--- src/hdl/gnss_fix_quality_qualifier_macros.svh ---
// Assertion helpers for the fix quality qualifier.
// All checks are clocked by clk_i and held off while rst_ni is low.
`ifndef GNSS_FIX_QUALITY_QUALIFIER_MACROS_SVH
`define GNSS_FIX_QUALITY_QUALIFIER_MACROS_SVH

// Same-cycle implication
`define GFQ_ASSERT_IMP(lbl, ante, cons) \
  lbl: assert property (@(posedge clk_i) disable iff (!rst_ni) (ante) |-> (cons)) \
    else $error("gfq assertion failed");

// Next-cycle implication
`define GFQ_ASSERT_NXT(lbl, ante, cons) \
  lbl: assert property (@(posedge clk_i) disable iff (!rst_ni) (ante) |=> (cons)) \
    else $error("gfq assertion failed");

`endif

--- src/hdl/gfq_pkg.sv ---
package gfq_pkg;

  // Quality word layout
  localparam int unsigned QW_W      = 10;
  localparam int unsigned QB_FIX    = 0;
  localparam int unsigned QB_COUNT  = 1;
  localparam int unsigned QB_DOP    = 2;
  localparam int unsigned QB_ACC    = 3;
  localparam int unsigned QB_CACC   = 4;
  localparam int unsigned QB_SLOPE  = 5;
  localparam int unsigned QB_STAB   = 6;
  localparam int unsigned QB_INCR   = 7;
  localparam int unsigned QB_DIST   = 8;
  localparam int unsigned QB_HEIGHT = 9;

  localparam logic [QW_W-1:0] MASK_ACCEPTED = 10'h20F;
  localparam logic [QW_W-1:0] MASK_EASY     = 10'h007;
  localparam logic [QW_W-1:0] MASK_WARN     = 10'h3FF;

  // Fixed thresholds
  localparam logic signed [15:0] AVG_SLOPE_LIMIT  = 16'sd5;
  localparam logic signed [15:0] HEIGHT_VAR_LIMIT = 16'sd15;
  localparam logic signed [15:0] ACC_VAR_LIMIT    = 16'sd15;
  localparam logic        [15:0] HACC_UPPER_LIMIT = 16'd250;

  // Configuration port
  localparam int unsigned CFG_IDX_W  = 3;
  localparam int unsigned CFG_DATA_W = 16;

  typedef enum logic [CFG_IDX_W-1:0] {
    CFG_MIN_SATS    = 3'd0,
    CFG_DOP_LIMIT   = 3'd1,
    CFG_HACC_LIMIT  = 3'd2,
    CFG_CACC_LIMIT  = 3'd3,
    CFG_TIMEOUT     = 3'd4,
    CFG_SLOPE_LIMIT = 3'd5,
    CFG_INCR_LIMIT  = 3'd6,
    CFG_WARN_DIST   = 3'd7
  } cfg_idx_e;

  typedef enum logic [1:0] {
    MODE_FIX  = 2'd0,
    MODE_DIST = 2'd1,
    MODE_TICK = 2'd2
  } mode_e;

  typedef struct packed {
    logic        [7:0]  min_satellites;
    logic        [15:0] dop_limit;
    logic        [15:0] hacc_limit;
    logic        [15:0] course_acc_limit;
    logic        [15:0] timeout_ticks;
    logic signed [15:0] slope_limit;
    logic        [7:0]  increase_count_limit;
    logic signed [15:0] warn_min_distance;
  } cfg_t;

  typedef struct packed {
    logic        [1:0]  mode;
    logic               fix_valid;
    logic        [7:0]  satellites;
    logic        [15:0] hdop;
    logic        [15:0] hacc_dm;
    logic        [15:0] course_acc;
    logic signed [15:0] avg_fence_step;
    logic signed [15:0] fence_step;
    logic        [7:0]  increase_count;
    logic signed [15:0] height_var;
    logic signed [15:0] acc_var;
    logic signed [15:0] mean_distance;
  } item_t;

  typedef struct packed {
    logic [QW_W-1:0] quality;
    logic [QW_W-1:0] timed;
    logic [15:0]     ticks_left;
    logic            running;
  } state_t;

  typedef struct packed {
    logic [QW_W-1:0] quality_bits;
    logic            has_fix;
    logic            accepted_fix;
    logic            easy_fix;
    logic            warn_fix;
    logic            timeout_event;
  } result_t;

endpackage

--- src/hdl/gnss_fix_quality_qualifier.sv ---
// A beat accepted at the input goes through the input register, then the
// result register, before it shows on the output. Throughput: one beat per
// cycle while out_ready_i is high; the state update sets the rate.
// Reset (rst_ni low, asynchronous): quality word, timeout copy and timer clear,
// both pipeline registers empty, configuration back to its default values.
`include "gnss_fix_quality_qualifier_macros.svh"

module gnss_fix_quality_qualifier
  import gfq_pkg::*;
(
  input  logic                  clk_i,
  input  logic                  rst_ni,
  // configuration
  input  logic                  cfg_we_i,
  input  logic [CFG_IDX_W-1:0]  cfg_idx_i,
  input  logic [CFG_DATA_W-1:0] cfg_wdata_i,
  // input channel
  input  logic                  in_valid_i,
  output logic                  in_ready_o,
  input  logic [1:0]            mode_i,
  input  logic                  fix_valid_i,
  input  logic [7:0]            satellites_i,
  input  logic [15:0]           hdop_i,
  input  logic [15:0]           hacc_dm_i,
  input  logic [15:0]           course_acc_i,
  input  logic signed [15:0]    avg_fence_step_i,
  input  logic signed [15:0]    fence_step_i,
  input  logic [7:0]            increase_count_i,
  input  logic signed [15:0]    height_var_i,
  input  logic signed [15:0]    acc_var_i,
  input  logic signed [15:0]    mean_distance_i,
  // output channel
  output logic                  out_valid_o,
  input  logic                  out_ready_i,
  output logic [QW_W-1:0]       quality_bits_o,
  output logic                  has_fix_o,
  output logic                  accepted_fix_o,
  output logic                  easy_fix_o,
  output logic                  warn_fix_o,
  output logic                  timeout_event_o
);

  cfg_t    cfg;
  item_t   item_d, item_q;
  logic    in_vld_d, in_vld_q;
  logic    out_vld_d, out_vld_q;
  state_t  state_d, state_q, state_nxt;
  result_t res_d, res_q, res_nxt;
  logic    adv;
  logic    in_take;

  gfq_cfg_regs u_cfg (
    .clk_i       (clk_i),
    .rst_ni      (rst_ni),
    .cfg_we_i    (cfg_we_i),
    .cfg_idx_i   (cfg_idx_i),
    .cfg_wdata_i (cfg_wdata_i),
    .cfg_o       (cfg)
  );

  gfq_qualify u_qualify (
    .cfg_i    (cfg),
    .item_i   (item_q),
    .state_i  (state_q),
    .state_o  (state_nxt),
    .result_o (res_nxt)
  );

  // Handshake: the staged beat moves on when the result slot is free or draining
  assign adv        = in_vld_q && (!out_vld_q || out_ready_i);
  assign in_ready_o = !in_vld_q || adv;
  assign in_take    = in_valid_i && in_ready_o;

  // Input stage
  always_comb begin
    item_d.mode           = mode_i;
    item_d.fix_valid      = fix_valid_i;
    item_d.satellites     = satellites_i;
    item_d.hdop           = hdop_i;
    item_d.hacc_dm        = hacc_dm_i;
    item_d.course_acc     = course_acc_i;
    item_d.avg_fence_step = avg_fence_step_i;
    item_d.fence_step     = fence_step_i;
    item_d.increase_count = increase_count_i;
    item_d.height_var     = height_var_i;
    item_d.acc_var        = acc_var_i;
    item_d.mean_distance  = mean_distance_i;
  end

  always_comb begin
    if (in_take) begin
      in_vld_d = 1'b1;
    end else if (adv) begin
      in_vld_d = 1'b0;
    end else begin
      in_vld_d = in_vld_q;
    end
  end

  // State and result stage
  assign state_d = adv ? state_nxt : state_q;
  assign res_d   = adv ? res_nxt : res_q;

  always_comb begin
    if (adv) begin
      out_vld_d = 1'b1;
    end else if (out_ready_i) begin
      out_vld_d = 1'b0;
    end else begin
      out_vld_d = out_vld_q;
    end
  end

  always_ff @(posedge clk_i or negedge rst_ni) begin
    if (!rst_ni) begin
      in_vld_q  <= 1'b0;
      out_vld_q <= 1'b0;
      state_q   <= '0;
    end else begin
      in_vld_q  <= in_vld_d;
      out_vld_q <= out_vld_d;
      state_q   <= state_d;
    end
  end

  // Payload registers
  always_ff @(posedge clk_i) begin
    if (in_take) begin
      item_q <= item_d;
    end
    res_q <= res_d;
  end

  assign out_valid_o     = out_vld_q;
  assign quality_bits_o  = res_q.quality_bits;
  assign has_fix_o       = res_q.has_fix;
  assign accepted_fix_o  = res_q.accepted_fix;
  assign easy_fix_o      = res_q.easy_fix;
  assign warn_fix_o      = res_q.warn_fix;
  assign timeout_event_o = res_q.timeout_event;

  // Checks
  `GFQ_ASSERT_IMP(a_idle_timer_zero, !state_q.running, state_q.ticks_left == 16'd0)
  `GFQ_ASSERT_IMP(a_running_copy_match, state_q.running, state_q.timed == state_q.quality)
  `GFQ_ASSERT_IMP(a_expiry_clears_easy, out_vld_q && res_q.timeout_event, !res_q.easy_fix)
  `GFQ_ASSERT_IMP(a_warn_implies_accept, out_vld_q && res_q.warn_fix,
                  res_q.accepted_fix && res_q.has_fix)

endmodule

--- src/hdl/gfq_cfg_regs.sv ---
module gfq_cfg_regs
  import gfq_pkg::*;
(
  input  logic                  clk_i,
  input  logic                  rst_ni,
  input  logic                  cfg_we_i,
  input  logic [CFG_IDX_W-1:0]  cfg_idx_i,
  input  logic [CFG_DATA_W-1:0] cfg_wdata_i,
  output cfg_t                  cfg_o
);

  cfg_t cfg_d, cfg_q;

  // Register write decode
  always_comb begin
    cfg_d = cfg_q;
    if (cfg_we_i) begin
      unique case (cfg_idx_e'(cfg_idx_i))
        CFG_MIN_SATS:    cfg_d.min_satellites       = cfg_wdata_i[7:0];
        CFG_DOP_LIMIT:   cfg_d.dop_limit            = cfg_wdata_i;
        CFG_HACC_LIMIT:  cfg_d.hacc_limit           = cfg_wdata_i;
        CFG_CACC_LIMIT:  cfg_d.course_acc_limit     = cfg_wdata_i;
        CFG_TIMEOUT:     cfg_d.timeout_ticks        = cfg_wdata_i;
        CFG_SLOPE_LIMIT: cfg_d.slope_limit          = $signed(cfg_wdata_i);
        CFG_INCR_LIMIT:  cfg_d.increase_count_limit = cfg_wdata_i[7:0];
        CFG_WARN_DIST:   cfg_d.warn_min_distance    = $signed(cfg_wdata_i);
        default:         cfg_d = cfg_q;
      endcase
    end
  end

  always_ff @(posedge clk_i or negedge rst_ni) begin
    if (!rst_ni) begin
      cfg_q.min_satellites       <= 8'd4;
      cfg_q.dop_limit            <= 16'd500;
      cfg_q.hacc_limit           <= 16'd100;
      cfg_q.course_acc_limit     <= 16'd1000;
      cfg_q.timeout_ticks        <= 16'd1000;
      cfg_q.slope_limit          <= 16'sd10;
      cfg_q.increase_count_limit <= 8'd3;
      cfg_q.warn_min_distance    <= 16'sd0;
    end else begin
      cfg_q <= cfg_d;
    end
  end

  assign cfg_o = cfg_q;

endmodule

--- src/hdl/gfq_qualify.sv ---
module gfq_qualify
  import gfq_pkg::*;
(
  input  cfg_t    cfg_i,
  input  item_t   item_i,
  input  state_t  state_i,
  output state_t  state_o,
  output result_t result_o
);

  logic [QW_W-1:0] fix_word;
  logic [QW_W-1:0] dist_word;
  logic            expire;

  // Fresh word from a fix report
  always_comb begin
    fix_word            = '0;
    fix_word[QB_HEIGHT] = 1'b1;
    fix_word[QB_FIX]    = item_i.fix_valid;
    fix_word[QB_COUNT]  = (item_i.satellites >= cfg_i.min_satellites);
    fix_word[QB_DOP]    = (item_i.hdop < cfg_i.dop_limit);
    fix_word[QB_ACC]    = (item_i.hacc_dm < cfg_i.hacc_limit);
    fix_word[QB_CACC]   = (item_i.course_acc < cfg_i.course_acc_limit);
  end

  // Bits a distance report ORs into the current word
  always_comb begin
    dist_word = state_i.quality;
    if ($signed(item_i.avg_fence_step) >= AVG_SLOPE_LIMIT) begin
      dist_word[QB_SLOPE] = 1'b1;
      dist_word[QB_INCR]  = 1'b1;
    end else begin
      if ($signed(item_i.fence_step) >= $signed(cfg_i.slope_limit)) begin
        dist_word[QB_SLOPE] = 1'b1;
      end
      if (item_i.increase_count >= cfg_i.increase_count_limit) begin
        dist_word[QB_INCR] = 1'b1;
      end
    end
    if (($signed(item_i.height_var) < HEIGHT_VAR_LIMIT) &&
        ($signed(item_i.acc_var) < ACC_VAR_LIMIT)) begin
      dist_word[QB_STAB] = 1'b1;
    end
    if ((item_i.hacc_dm <= HACC_UPPER_LIMIT) &&
        ($signed(item_i.mean_distance) > $signed(cfg_i.warn_min_distance))) begin
      dist_word[QB_DIST] = 1'b1;
    end
  end

  // Timeout reaches its end on this tick (zero load counts as one)
  assign expire = state_i.running && (state_i.ticks_left <= 16'd1);

  // State update per mode
  always_comb begin
    state_o = state_i;
    result_o.timeout_event = 1'b0;
    unique case (mode_e'(item_i.mode))
      MODE_FIX: begin
        state_o.quality    = fix_word;
        state_o.timed      = fix_word;
        state_o.ticks_left = cfg_i.timeout_ticks;
        state_o.running    = 1'b1;
      end
      MODE_DIST: begin
        state_o.quality = dist_word;
        state_o.timed   = dist_word;
      end
      MODE_TICK: begin
        if (expire) begin
          state_o.ticks_left     = '0;
          state_o.running        = 1'b0;
          state_o.timed          = '0;
          result_o.timeout_event = 1'b1;
        end else if (state_i.running) begin
          state_o.ticks_left = state_i.ticks_left - 16'd1;
        end
      end
      default: state_o = state_i;
    endcase

    // Mask tests on the updated words
    result_o.quality_bits = state_o.quality;
    result_o.has_fix      = state_o.quality[QB_FIX];
    result_o.accepted_fix = ((state_o.quality & MASK_ACCEPTED) == MASK_ACCEPTED);
    result_o.easy_fix     = ((state_o.timed & MASK_EASY) == MASK_EASY);
    result_o.warn_fix     = ((state_o.quality & MASK_WARN) == MASK_WARN);
  end

endmodule

--- config.mk ---
export PLATFORM = sky130hd
export DESIGN_NAME = gnss_fix_quality_qualifier
export DESIGN_NICKNAME = d
export VERILOG_FILES = /design/src/hdl/gfq_pkg.sv /design/src/hdl/gnss_fix_quality_qualifier.sv /design/src/hdl/gfq_cfg_regs.sv /design/src/hdl/gfq_qualify.sv
export VERILOG_INCLUDE_DIRS = /design/src /design/src/hdl
export SDC_FILE = /design/constraint.sdc
export NUM_CORES = 1
export LEC_CHECK = 0
export ABC_AREA = 1
export BUFFER_PORTS_ARGS = -buffer_cell sky130_fd_sc_hd__buf_4
export CORE_UTILIZATION = 46
export CTS_BUF_LIST = sky130_fd_sc_hd__clkbuf_4 sky130_fd_sc_hd__clkbuf_8 sky130_fd_sc_hd__clkbuf_16
export DETAILED_ROUTE_END_ITERATION = 16
export PLACE_DENSITY = 0.66
export SETUP_SLACK_MARGIN = 0.2
export SLEW_MARGIN = 20
export SYNTH_ARGS = -nofsm -noshare
export SYNTH_HDL_FRONTEND = slang
export SYNTH_SLANG_ARGS = --single-unit
--- constraint.sdc ---
create_clock -name clk_i -period 10.1 [get_ports clk_i]
set_clock_uncertainty 0.2 [all_clocks]
set_input_delay 1.01 -clock clk_i [delete_from_list [all_inputs] [get_ports clk_i]]
set_output_delay 1.01 -clock clk_i [all_outputs]
set_load 0.01 [all_outputs]
* Word-level counts from Yosys, hierarchy flattened
Index checks and enable logic that the tools add are counted.
W data, S select, Z words.
** Word-level totals
- Bits of input ports :: 171
- Register bits :: 306
** Operators by class
- $add $sub $neg :: 1
- Multiplexer cells :: 18
- Equality and inequality tests :: 14
- $lt $le $gt $ge :: 12
- Reductions and logical operators :: 24
** Operators by type and width (count)
- $lt A16 B16 Y1 :: 3
- $pmux W17 S2 :: 1
- $lt A16 B5 Y1 const B :: 2
- $mux W16 :: 2
- $pmux W10 S2 :: 1
- $ge A16 B16 Y1 :: 1
- $ge A16 B4 Y1 const B :: 1
- $ge A8 B8 Y1 :: 2
- $gt A16 B16 Y1 :: 1
- $le A16 B1 Y1 const B :: 1
- $le A16 B8 Y1 const B :: 1
- $reduce_and A2 Y1 :: 8
- $sub A16 B1 Y16 const B :: 1
- $eq A3 B3 Y1 const B :: 5
- $mux W1 :: 12
- $eq A10 B10 Y1 const B :: 1
- $pmux W3 S3 :: 1
- $eq A3 B2 Y1 const B :: 2
- $reduce_and A3 Y1 :: 2
- $reduce_bool A2 Y1 :: 3
- $eq A5 B5 Y1 const B :: 1
- $logic_and A1 B1 Y1 :: 5
- $eq A3 B1 Y1 const B :: 1
- $logic_not A3 Y1 :: 1
- 8 further kinds :: 10

* Depth between registers and ports, before layout
Gate-level depths: netlist of run 1.
- Depth after elaboration :: 6
- Gate-level depth with buffers :: 17
- Gate-level depth less buffers :: 17

* Modules after synthesis
Synthesis of run 1 repeated with hierarchy kept, for this count alone.
** Unflattened totals
- Cell total of the unflattened synthesis :: 1493
- Area, all modules :: 14692.8 um^2
** Modules (own cells, without submodules)
- gnss_fix_quality_qualifier :: area an instance 6434.9 um^2, instances 1, cells an instance 333
- gfq_cfg_regs :: area an instance 4399.2 um^2, instances 1, cells an instance 502
- gfq_qualify :: area an instance 3858.7 um^2, instances 1, cells an instance 658

* Worst setup path before layout of run 1
OpenSTA, ideal clock, no wires.
- Path type :: input to register
- Start point :: input out_ready_i
- End point :: register item_q[0] (netlist name) (enable)
- Path slack :: 5271 ps
- Arrival time :: 4129 ps
- Stages on the path :: 4
- Data required time :: 9400 ps
- Library setup time :: 500 ps
- Cells stage by stage :: inv_1 -> nand3_1 -> nand2_1 -> inv_1
** Between the ends
- Cells in the longest elaborated chain, start to end :: 4
** RTL lines
- start: declaration :: RTL line gnss_fix_quality_qualifier.sv:34 : input logic out_ready_i,
- $logic_or A1 B1 Y1 :: RTL line gnss_fix_quality_qualifier.sv:70 : assign adv = in_vld_q && (!out_vld_q || out_ready_i);
- $logic_and A1 B1 Y1 :: RTL line gnss_fix_quality_qualifier.sv:70
- $logic_or A1 B1 Y1 :: RTL line gnss_fix_quality_qualifier.sv:71 : assign in_ready_o = !in_vld_q || adv;
- named net in_ready_o :: RTL line gnss_fix_quality_qualifier.sv:19 : output logic in_ready_o,
- $logic_and A1 B1 Y1 :: RTL line gnss_fix_quality_qualifier.sv:72 : assign in_take = in_valid_i && in_ready_o;
- named net in_take :: RTL line gnss_fix_quality_qualifier.sv:50 : logic in_take;
- end signal: assignment :: RTL line gnss_fix_quality_qualifier.sv:129 : item_q <= item_d;
- end: declaration :: RTL line gnss_fix_quality_qualifier.sv:44 : item_t item_d, item_q;
The timed path passes the listed nets, and every way through them passes these cells.
A chain may end at the register's enable or synchronous reset.

* Worst setup path after layout of run 1
- Start point :: input out_ready_i
- End point :: register item_q[78] (netlist name) (enable)
** Between the ends
- Cells in the longest elaborated chain, start to end :: 4
** RTL lines (RTL line)
- $logic_or A1 B1 Y1 :: gnss_fix_quality_qualifier.sv:70
- $logic_and A1 B1 Y1 :: gnss_fix_quality_qualifier.sv:70
- $logic_or A1 B1 Y1 :: gnss_fix_quality_qualifier.sv:71
- $logic_and A1 B1 Y1 :: gnss_fix_quality_qualifier.sv:72
- named net in_take :: gnss_fix_quality_qualifier.sv:50
The timed path passes the listed nets, and every way through them passes these cells.

==> qor.txt, run 1 <==
Status -> complete, no violations
Total gr overflow -> 0
Initial antenna violation count -> 0
DRT Wirelength -> 29,200 um
Filler cells -> 2,466
Least-Margin Pin Slew -> 952 ps
Setup WS post-layout -> 7240 ps
Row cnt -> 62
CTS buffer count -> 34
Largest net degree at the start of global routing -> 93
Post-Route Setup TNS -> 0 ps
Vias in the first global route -> 9,126
Final hold viol count -> 0
Clock latency on the worst-skew pair -> 500 ps
Cell area power density -> 212 nW/um2
Die height -> 173 um
Seq cells post-synth -> 305
Drt drc -> 0
CTS Hold Bufs -> 0
First-pass GRT wire length -> 46,800 um
CP arrival -> 2780 ps
Number of iterations in the first detailed-routing pass -> 6
VDD IR max -> 112 uV
Period utilization -> 28.3%
Ys flop type -> edfxtp_1
Startpoint Class -> input port
CTS tree -> built
Area Growth Syn to Fin -> 21.8%
Clk sinks -> 305
DR vias -> 9,195
Wire per inst -> 15.7 um
Post-CTS setup buffer count -> 0
Root buffer cell -> clkbuf_16
Drt via density -> 4.95
H-tree depth -> 2
Required @ worst endpoint -> 10,020 ps
Worst Hold Depth -> 2
Gpl congestion -> 0.845
Worst-path maximum fanout -> 92
Floorplan Core Area -> 28,800 um2
Worst setup EP type -> flip-flop
HPWL Detailed -> 20,400 um
Ports -> 188
Port Buffers -> 187
Initial core utilization -> 47.0%
Antenna Cells -> 0
Overall routing resource usage -> 20.0%
Syn_area_per_cell -> 10.8 um2
Final hold slack -> 284 ps
R2R depth -> 4
Die ar. -> 30,100 um2
Multi-input logic area -> 4270 um2
Layout cells sized above 1 -> 20.7%
Pre-CTS setup slack -> 6710 ps
CTS resizes -> 0
Syn_nets -> 1,516
Net count, final -> 1,713
Finished Core Util -> 57.2%
Gate Count Post-Synth -> 1,250
Ys Warns -> 0
Hold/Removal Path Class -> flip-flop to flip-flop
Worst setup path category -> input port to flip-flop
Fin. max-slew vios -> 0
Final setup fails -> 0
Placed cell area -> 15,300 um2
Register area -> 8470 um2
Die width -> 173 um
Synth unique cells -> 46
Post-route minimum period -> 2860 ps
FMAX -> 350 MHz
Number of enable flip-flop cells after synthesis -> 161
Post-synth ARST share -> 47.2%
Sequential cell area fraction in the yosys report -> 62.6%
Worst slew margin -> 36.4%
Initial DRC count -> 467
Post-route ant nets -> 0
Leak -> 7.46 nW
Design Area, Final -> 16,500 um2
Unrepaired setup endpoints after global routing -> no
Clock buffer depth -> 3
Post-synth design cell area -> 13,500 um2
Reg clk slew, reported paths -> 50 ps
Max-Cap Viols -> 0
## cells in the mapped netlist, types with 3 or more instances
| cell | count | area (um2) |
|---|---|---|
| dfrtp_1 | 118 | 2950 |
| o21ai_1 | 9 | 45.0 |
| nor2_1 | 78 | 293 |
| nand2_2 | 3 | 18.8 |
| nand2_1 | 255 | 957 |
| xor2_1 | 6 | 52.6 |
| buf_6 | 3 | 33.8 |
| nand4_1 | 14 | 87.6 |
| nand3_1 | 25 | 125 |
| dfstp_2 | 26 | 683 |
| edfxtp_1 | 161 | 4830 |
| o21a_1 | 5 | 37.5 |
| o21bai_1 | 4 | 30.0 |
| a21oi_1 | 66 | 330 |
| o21ai_0 | 138 | 691 |
| clkbuf_1 | 22 | 82.6 |
| a22oi_1 | 5 | 37.5 |
| nor3_1 | 10 | 50.1 |
| ha_1 | 95 | 1190 |
| inv_1 | 163 | 612 |
| inv_2 | 8 | 30.0 |
## routing by layer
layer,part of all wire (%),track usage (%),vias to the layer above
met5,0,0,-
met4,3.1,7.15,0
met3,4.8,3.62,44
met2,48,33.4,208
met1,44,26.2,4355
li1,-,-,4588
## cell usage in the layout, fill, tap and decap left out, types with 2 or more instances in the layout
cell type,n
clkinv_2,2
edfxtp_1,161
clkinv_1,3
nor2_1,78
o21a_1,5
nor4_1,2
a22oi_1,5
dfrtp_1,118
o21ai_0,138
a21oi_1,66
nand2_1,255
buf_4,189
nor3_1,9
o211ai_1,2
nand2_2,3
o21bai_1,4
a22oi_2,2
clkbuf_4,10
dfstp_2,26
ha_1,95
nand4_1,14
xor2_1,6
nand3_1,25
inv_1,162
nand4_2,2
bufinv_16,2
o21ai_1,9
xnor2_1,2
o22ai_1,2
a21o_1,2
or2_2,2
inv_2,8
clkbuf_8,6
clkbuf_16,37
inv_6,2
nand2_4,2
## final timing paths
kind	slack (ps)	from	endpoint
setup reg to reg	7450	in_vld_q$_DFFE_PN0P_	item_q[78]$_DFFE_PP_
setup / recovery	7240	out_ready_i	item_q[78]$_DFFE_PP_
hold reg to reg	280	u_cfg.cfg_o[83]$_DFFE_PN0P_	u_cfg.cfg_o[83]$_DFFE_PN0P_
hold / removal	280	u_cfg.cfg_o[83]$_DFFE_PN0P_	u_cfg.cfg_o[83]$_DFFE_PN0P_
min in group asynchronous	350	rst_ni	u_cfg.cfg_o[104]$_DFFE_PN0P_
max in group asynchronous	7950	rst_ni	u_cfg.cfg_o[52]$_DFFE_PN0P_
## logic make-up (layout without fill, tap and decap cells)
kind of cell	Yosys count	after routing	share of synthesized area, %
and+or+nand+nor	400	400	12.6
DFF	305	305	62.6
AOI/OAI and AO/OA	242	242	9.70
buffers and inverters	200	422	5.79
adders and majority gates	95	95	8.79
xor gates and xnor gates	8	8	0.518
## flip-flops by register name, indices dropped and copies added (netlist names)
signal           cells
item_q             147
u_cfg.cfg_o        112
state_q             30
quality_bits_o      10
accepted_fix_o       1
easy_fix_o           1
in_vld_q             1
out_valid_o          1
timeout_event_o      1
warn_fix_o           1
## worst max-delay path: stages
cell and delay [ps]:
buf_4 80, inv_1 40, nand3_1 100, nand2_1 140, inv_6 580, buf_4 700
## area by class of cell
| class | count | share of cell area (%) |
|---|---|---|
| Inverter | 171 | 3.93 |
| Clock buffer | 53 | 6.58 |
| Timing Repair Buffer | 190 | 8.68 |
| Tap cell | 384 | 2.92 |
| Multi-Input combinational cell | 745 | 25.9 |
| Sequential cell | 305 | 51.4 |
| Clock inverter | 8 | 0.547 |
## report_power, final
group,total (mW),internal [mW],switching [mW]
logic,0.591,0.247,0.344
clock network,1.26,0.790,0.469
registers,1.64,1.53,0.108
total,3.49,2.56,0.921
## per-stage QoR
step	power, mW	instances
2_1_floorplan	2.04	1250
3_3_place_gp	2.22	1795
3_5_place_dp	2.25	1795
4_1_cts	3.52	1856
5_1_grt	3.68	1856
6_report	3.49	1856
(Power assumes the default switching activity.)
==> run 2: changes to the inputs <==
- ABC_AREA: 1 -> 0
- clock period: 10.1 -> 3 ns (I/O delays scaled with it)
==> run 2 against run 1 <==
  * Flip-flop and latch count unchanged
  * Clock power rose to 3.4 times the previous value
  * Via count up 1.3%
  * Critical path depth up 2
  * Register-to-register slack worse by 7100 ps
  * Die area down 1.2%
  * Routed wire length up 13%
  * Combinational power rose to 3.9 times the previous value
  * Sequential power rose to 3.3 times the previous value
  * Synthesized area down 1.2%
  * Hold slack worse by 200 ps
  * Critical endpoint is now warn_fix_o$_DFFE_PP_
==> qor.txt, run 2 <==
Status -> complete, no violations (unchanged)
Cells after DPL -> 1,599 (was 1,795)
DRT Wirelength -> 33,000 um (was 29,200 um)
First-pass GRT wire length -> 49,900 um (was 46,800 um)
Cell area power density -> 654 nW/um2 (was 212 nW/um2)
Die height -> 172 um (was 173 um)
Finished Core Util -> 64.4% (was 57.2%)
Worst path cell trace -> ha_4 > nand4_1 > nor4_4 > a21boi_2 > a211oi_2 > a211oi_2 > o2111ai_2 > a2111oi_4 (was buf_4 > inv_1 > nand3_1 > nand2_1 > inv_6 > buf_4)
Initial antenna violation count -> 3 (was 0)
Max-Cap Viols -> 0 (unchanged)
VDD IR max -> 511 uV (was 112 uV)
Multi-input logic area -> 4530 um2 (was 4270 um2)
Most frequent cells after synthesis -> edfxtp_1 (161), dfrtp_1 (118), inv_1 (100), ha_1 (95), o21ai_0 (86) (was nand2_1 (255), inv_1 (163), edfxtp_1 (161), o21ai_0 (138), dfrtp_1 (118))
Drt via density -> 5.08 (was 4.95)
Wire per inst -> 18.0 um (was 15.7 um)
Synth unique cells -> 63 (was 46)
Top area cells in the synthesized netlist -> edfxtp_1 (36%), dfrtp_1 (22%), ha_1 (8.9%) (was edfxtp_1 (36%), dfrtp_1 (22%), ha_1 (8.8%))
Area Growth Syn to Fin -> 38.0% (was 21.8%)
Cell class contributing the biggest share of worst-path delay -> compound AO/OA/AOI/OAI gates (was buffers and inverters)
Die ar. -> 29,700 um2 (was 30,100 um2)
Worst slew margin -> 53.0% (was 36.4%)
Clk sinks -> 305 (unchanged)
Vias in the first global route -> 9,387 (was 9,126)
CP arrival -> 2790 ps (was 2780 ps)
Seq cells post-synth -> 305 (unchanged)
Ports -> 188 (unchanged)
FMAX -> 374 MHz
Total gr overflow -> 0 (unchanged)
Number of flip-flops under the largest register name -> 147 (unchanged)
Worst-path maximum fanout -> 3 (was 92)
Row cnt -> 62 (unchanged)
Register area -> 8470 um2 (unchanged)
DR vias -> 9,316 (was 9,195)
Gate Count Post-Synth -> 1,022 (was 1,250)
H-tree depth -> 2 (unchanged)
Required @ worst endpoint -> 3110 ps (was 10,020 ps)
Clock buffer depth -> 3 (unchanged)
Unrepaired setup endpoints after global routing -> no (unchanged)
Top cell type's share of synthesized area -> 36.2% (was 35.8%)
Net count, final -> 1,688 (was 1,713)
Post-route minimum period -> 2670 ps
Period utilization -> 89.1%
Post-synth ARST share -> 47.2% (unchanged)
CTS tree -> built (unchanged)
Most numerous cell in the Yosys netlist -> edfxtp_1 (was nand2_1)
Port Buffers -> 187 (unchanged)
CP max stage delay -> 420 ps (was 700 ps)
CP max stage cell -> edfxtp_1 (was buf_4)
Number of enable flip-flop cells after synthesis -> 161 (unchanged)
Finished Layout Cells -> 1,833 (was 1,856)
Leak -> 7.88 nW (was 7.46 nW)
Post-synth design cell area -> 13,400 um2 (was 13,500 um2)
Largest Register -> item_q (unchanged)
Total power -> 12.1 mW (was 3.49 mW)
Initial DRC count -> 544 (was 467)
Overall routing resource usage -> 22.5% (was 20.0%)
Syn_area_per_cell -> 13.1 um2 (was 10.8 um2)
Number of iterations in the first detailed-routing pass -> 4 (was 6)
Layout cells sized above 1 -> 28.9% (was 20.7%)
Worst setup EP type -> flip-flop (unchanged)
Placed cell area -> 15,400 um2 (was 15,300 um2)
HPWL Detailed -> 21,000 um (was 20,400 um)
Yosys top cell by area -> edfxtp_1 (unchanged)
Reg clk slew, reported paths -> 60 ps (was 50 ps)
Design Area, Final -> 18,400 um2 (was 16,500 um2)
Commonest non-fill, non-tap cell in the layout -> buf_4 (was nand2_1)
Buf+Inv Stages, Crit Path -> 0 (was 4)
Filler cells -> 2,110 (was 2,466)
Sequential cell area fraction in the yosys report -> 63.4% (was 62.6%)
Final hold viol count -> 0 (unchanged)
Drt drc -> 0 (unchanged)
CTS buffer count -> 35 (was 34)
Floorplan Core Area -> 28,600 um2 (was 28,800 um2)
Root buffer cell -> clkbuf_16 (unchanged)
CP dominant cell by count -> a211oi_2 (was buf_4)
Initial core utilization -> 46.7% (was 47.0%)
Ys flop type -> edfxtp_1 (unchanged)
Largest net degree at the start of global routing -> 102 (was 93)
Post-Route Setup TNS -> 0 ps (unchanged)
Final setup fails -> 0 (unchanged)
Hold/Removal Path Class -> input port to flip-flop (was flip-flop to flip-flop)
Ys Warns -> 0 (unchanged)
Startpoint Class -> flip-flop (was input port)
Syn_nets -> 1,288 (was 1,516)
Least-Margin Pin Slew -> 699 ps (was 952 ps)
Leading cell types in the layout, fill and taps excluded -> buf_4 (216), dlygate4sd3_1 (169), edfxtp_1 (161), dfrtp_1 (118), inv_1 (100) (was nand2_1 (255), buf_4 (189), inv_1 (162), edfxtp_1 (161), o21ai_0 (138))
Post-route ant nets -> 0 (unchanged)
Fin. max-slew vios -> 0 (unchanged)
Worst setup path category -> flip-flop to flip-flop (was input port to flip-flop)
Die width -> 172 um (was 173 um)
Gpl congestion -> 0.839 (was 0.845)
Clock latency on the worst-skew pair -> 520 ps (was 500 ps)
==> run 2: where the power goes <==
part | total [mW] | internal (mW) | switching [mW]
logic | 2.29 | 1.14 | 1.15
clock network | 4.32 | 2.64 | 1.68
registers | 5.45 | 5.13 | 0.320
total | 12.1 | 8.91 | 3.15
==> run 2: what timing repair did <==
| item | CTS | global route |
|---|---|---|
| resized for setup | 8 | 10 |
| pin swaps | 5 | 11 |
| endpoints found under the setup margin | 1 | 1 |
| hold buffers | 169 | 0 |
| hold endpoints to repair | 309 | 0 |
| buffers inserted | 0 | 1 |
==> run 2: logic make-up after synthesis <==
logic type	share of synthesized area (%)
compound gates	8.79
fa+ha+maj	8.90
buf+inv	3.85
flops	63.4
mux	6.96
simple gates	8.09
==> run 2: path summary, 6_finish.rpt <==
kind	from	cells past startpoint	endpoint	slack [ps]
min reg2reg	state_q[31]$_DFFE_PN0P_	2	state_q[31]$_DFFE_PN0P_	270
min in group asynchronous	rst_ni	2	u_cfg.cfg_o[7]$_DFFE_PN0P_	150
min	cfg_idx_i[2]	5	u_cfg.cfg_o[78]$_DFFE_PN1P_	90
max reg2reg	item_q[7]$_DFFE_PP_	8	warn_fix_o$_DFFE_PP_	330
max in group asynchronous	rst_ni	3	u_cfg.cfg_o[47]$_DFFE_PN1P_	1650
max	item_q[7]$_DFFE_PP_	8	warn_fix_o$_DFFE_PP_	330
==> run 2: cell type report <==
cell class	count	area share (%)
multi-input combinational	590	24.6
sequential	305	45.9
clock inverter	15	0.760
antenna	1	0.0136
tap	384	2.61
inverter	101	2.06
clock buffer	48	5.70
timing repair buffer	389	18.4
==> run 2: routing by layer <==
layer | vias up | global-route usage [%] | part of all wire (%) | routed length, um
met5 | - | 0 | 0 | 0
met3 | 53 | 3.87 | 4.7 | 1560
met4 | 0 | 6.62 | 2.3 | 743
met1 | 4523 | 29.0 | 43 | 14200
met2 | 234 | 39.0 | 50 | 16500
li1 | 4506 | - | - | -
==> run 2: worst reg2reg max path: stages (launching register included) <==
cell and delay (ps):
edfxtp_1 420, ha_4 300, nand4_1 150, nor4_4 320
a21boi_2 230, a211oi_2 70, a211oi_2 260, o2111ai_2 210
a2111oi_4 310
==> run 2: per-stage QoR <==
step                hold slack (ps)  setup WS, ps
floorplan                      -196           492
global placement                143           220
detailed placement              138           105
CTS                            71.0           201
global route                    117           196
finish                         87.4           326
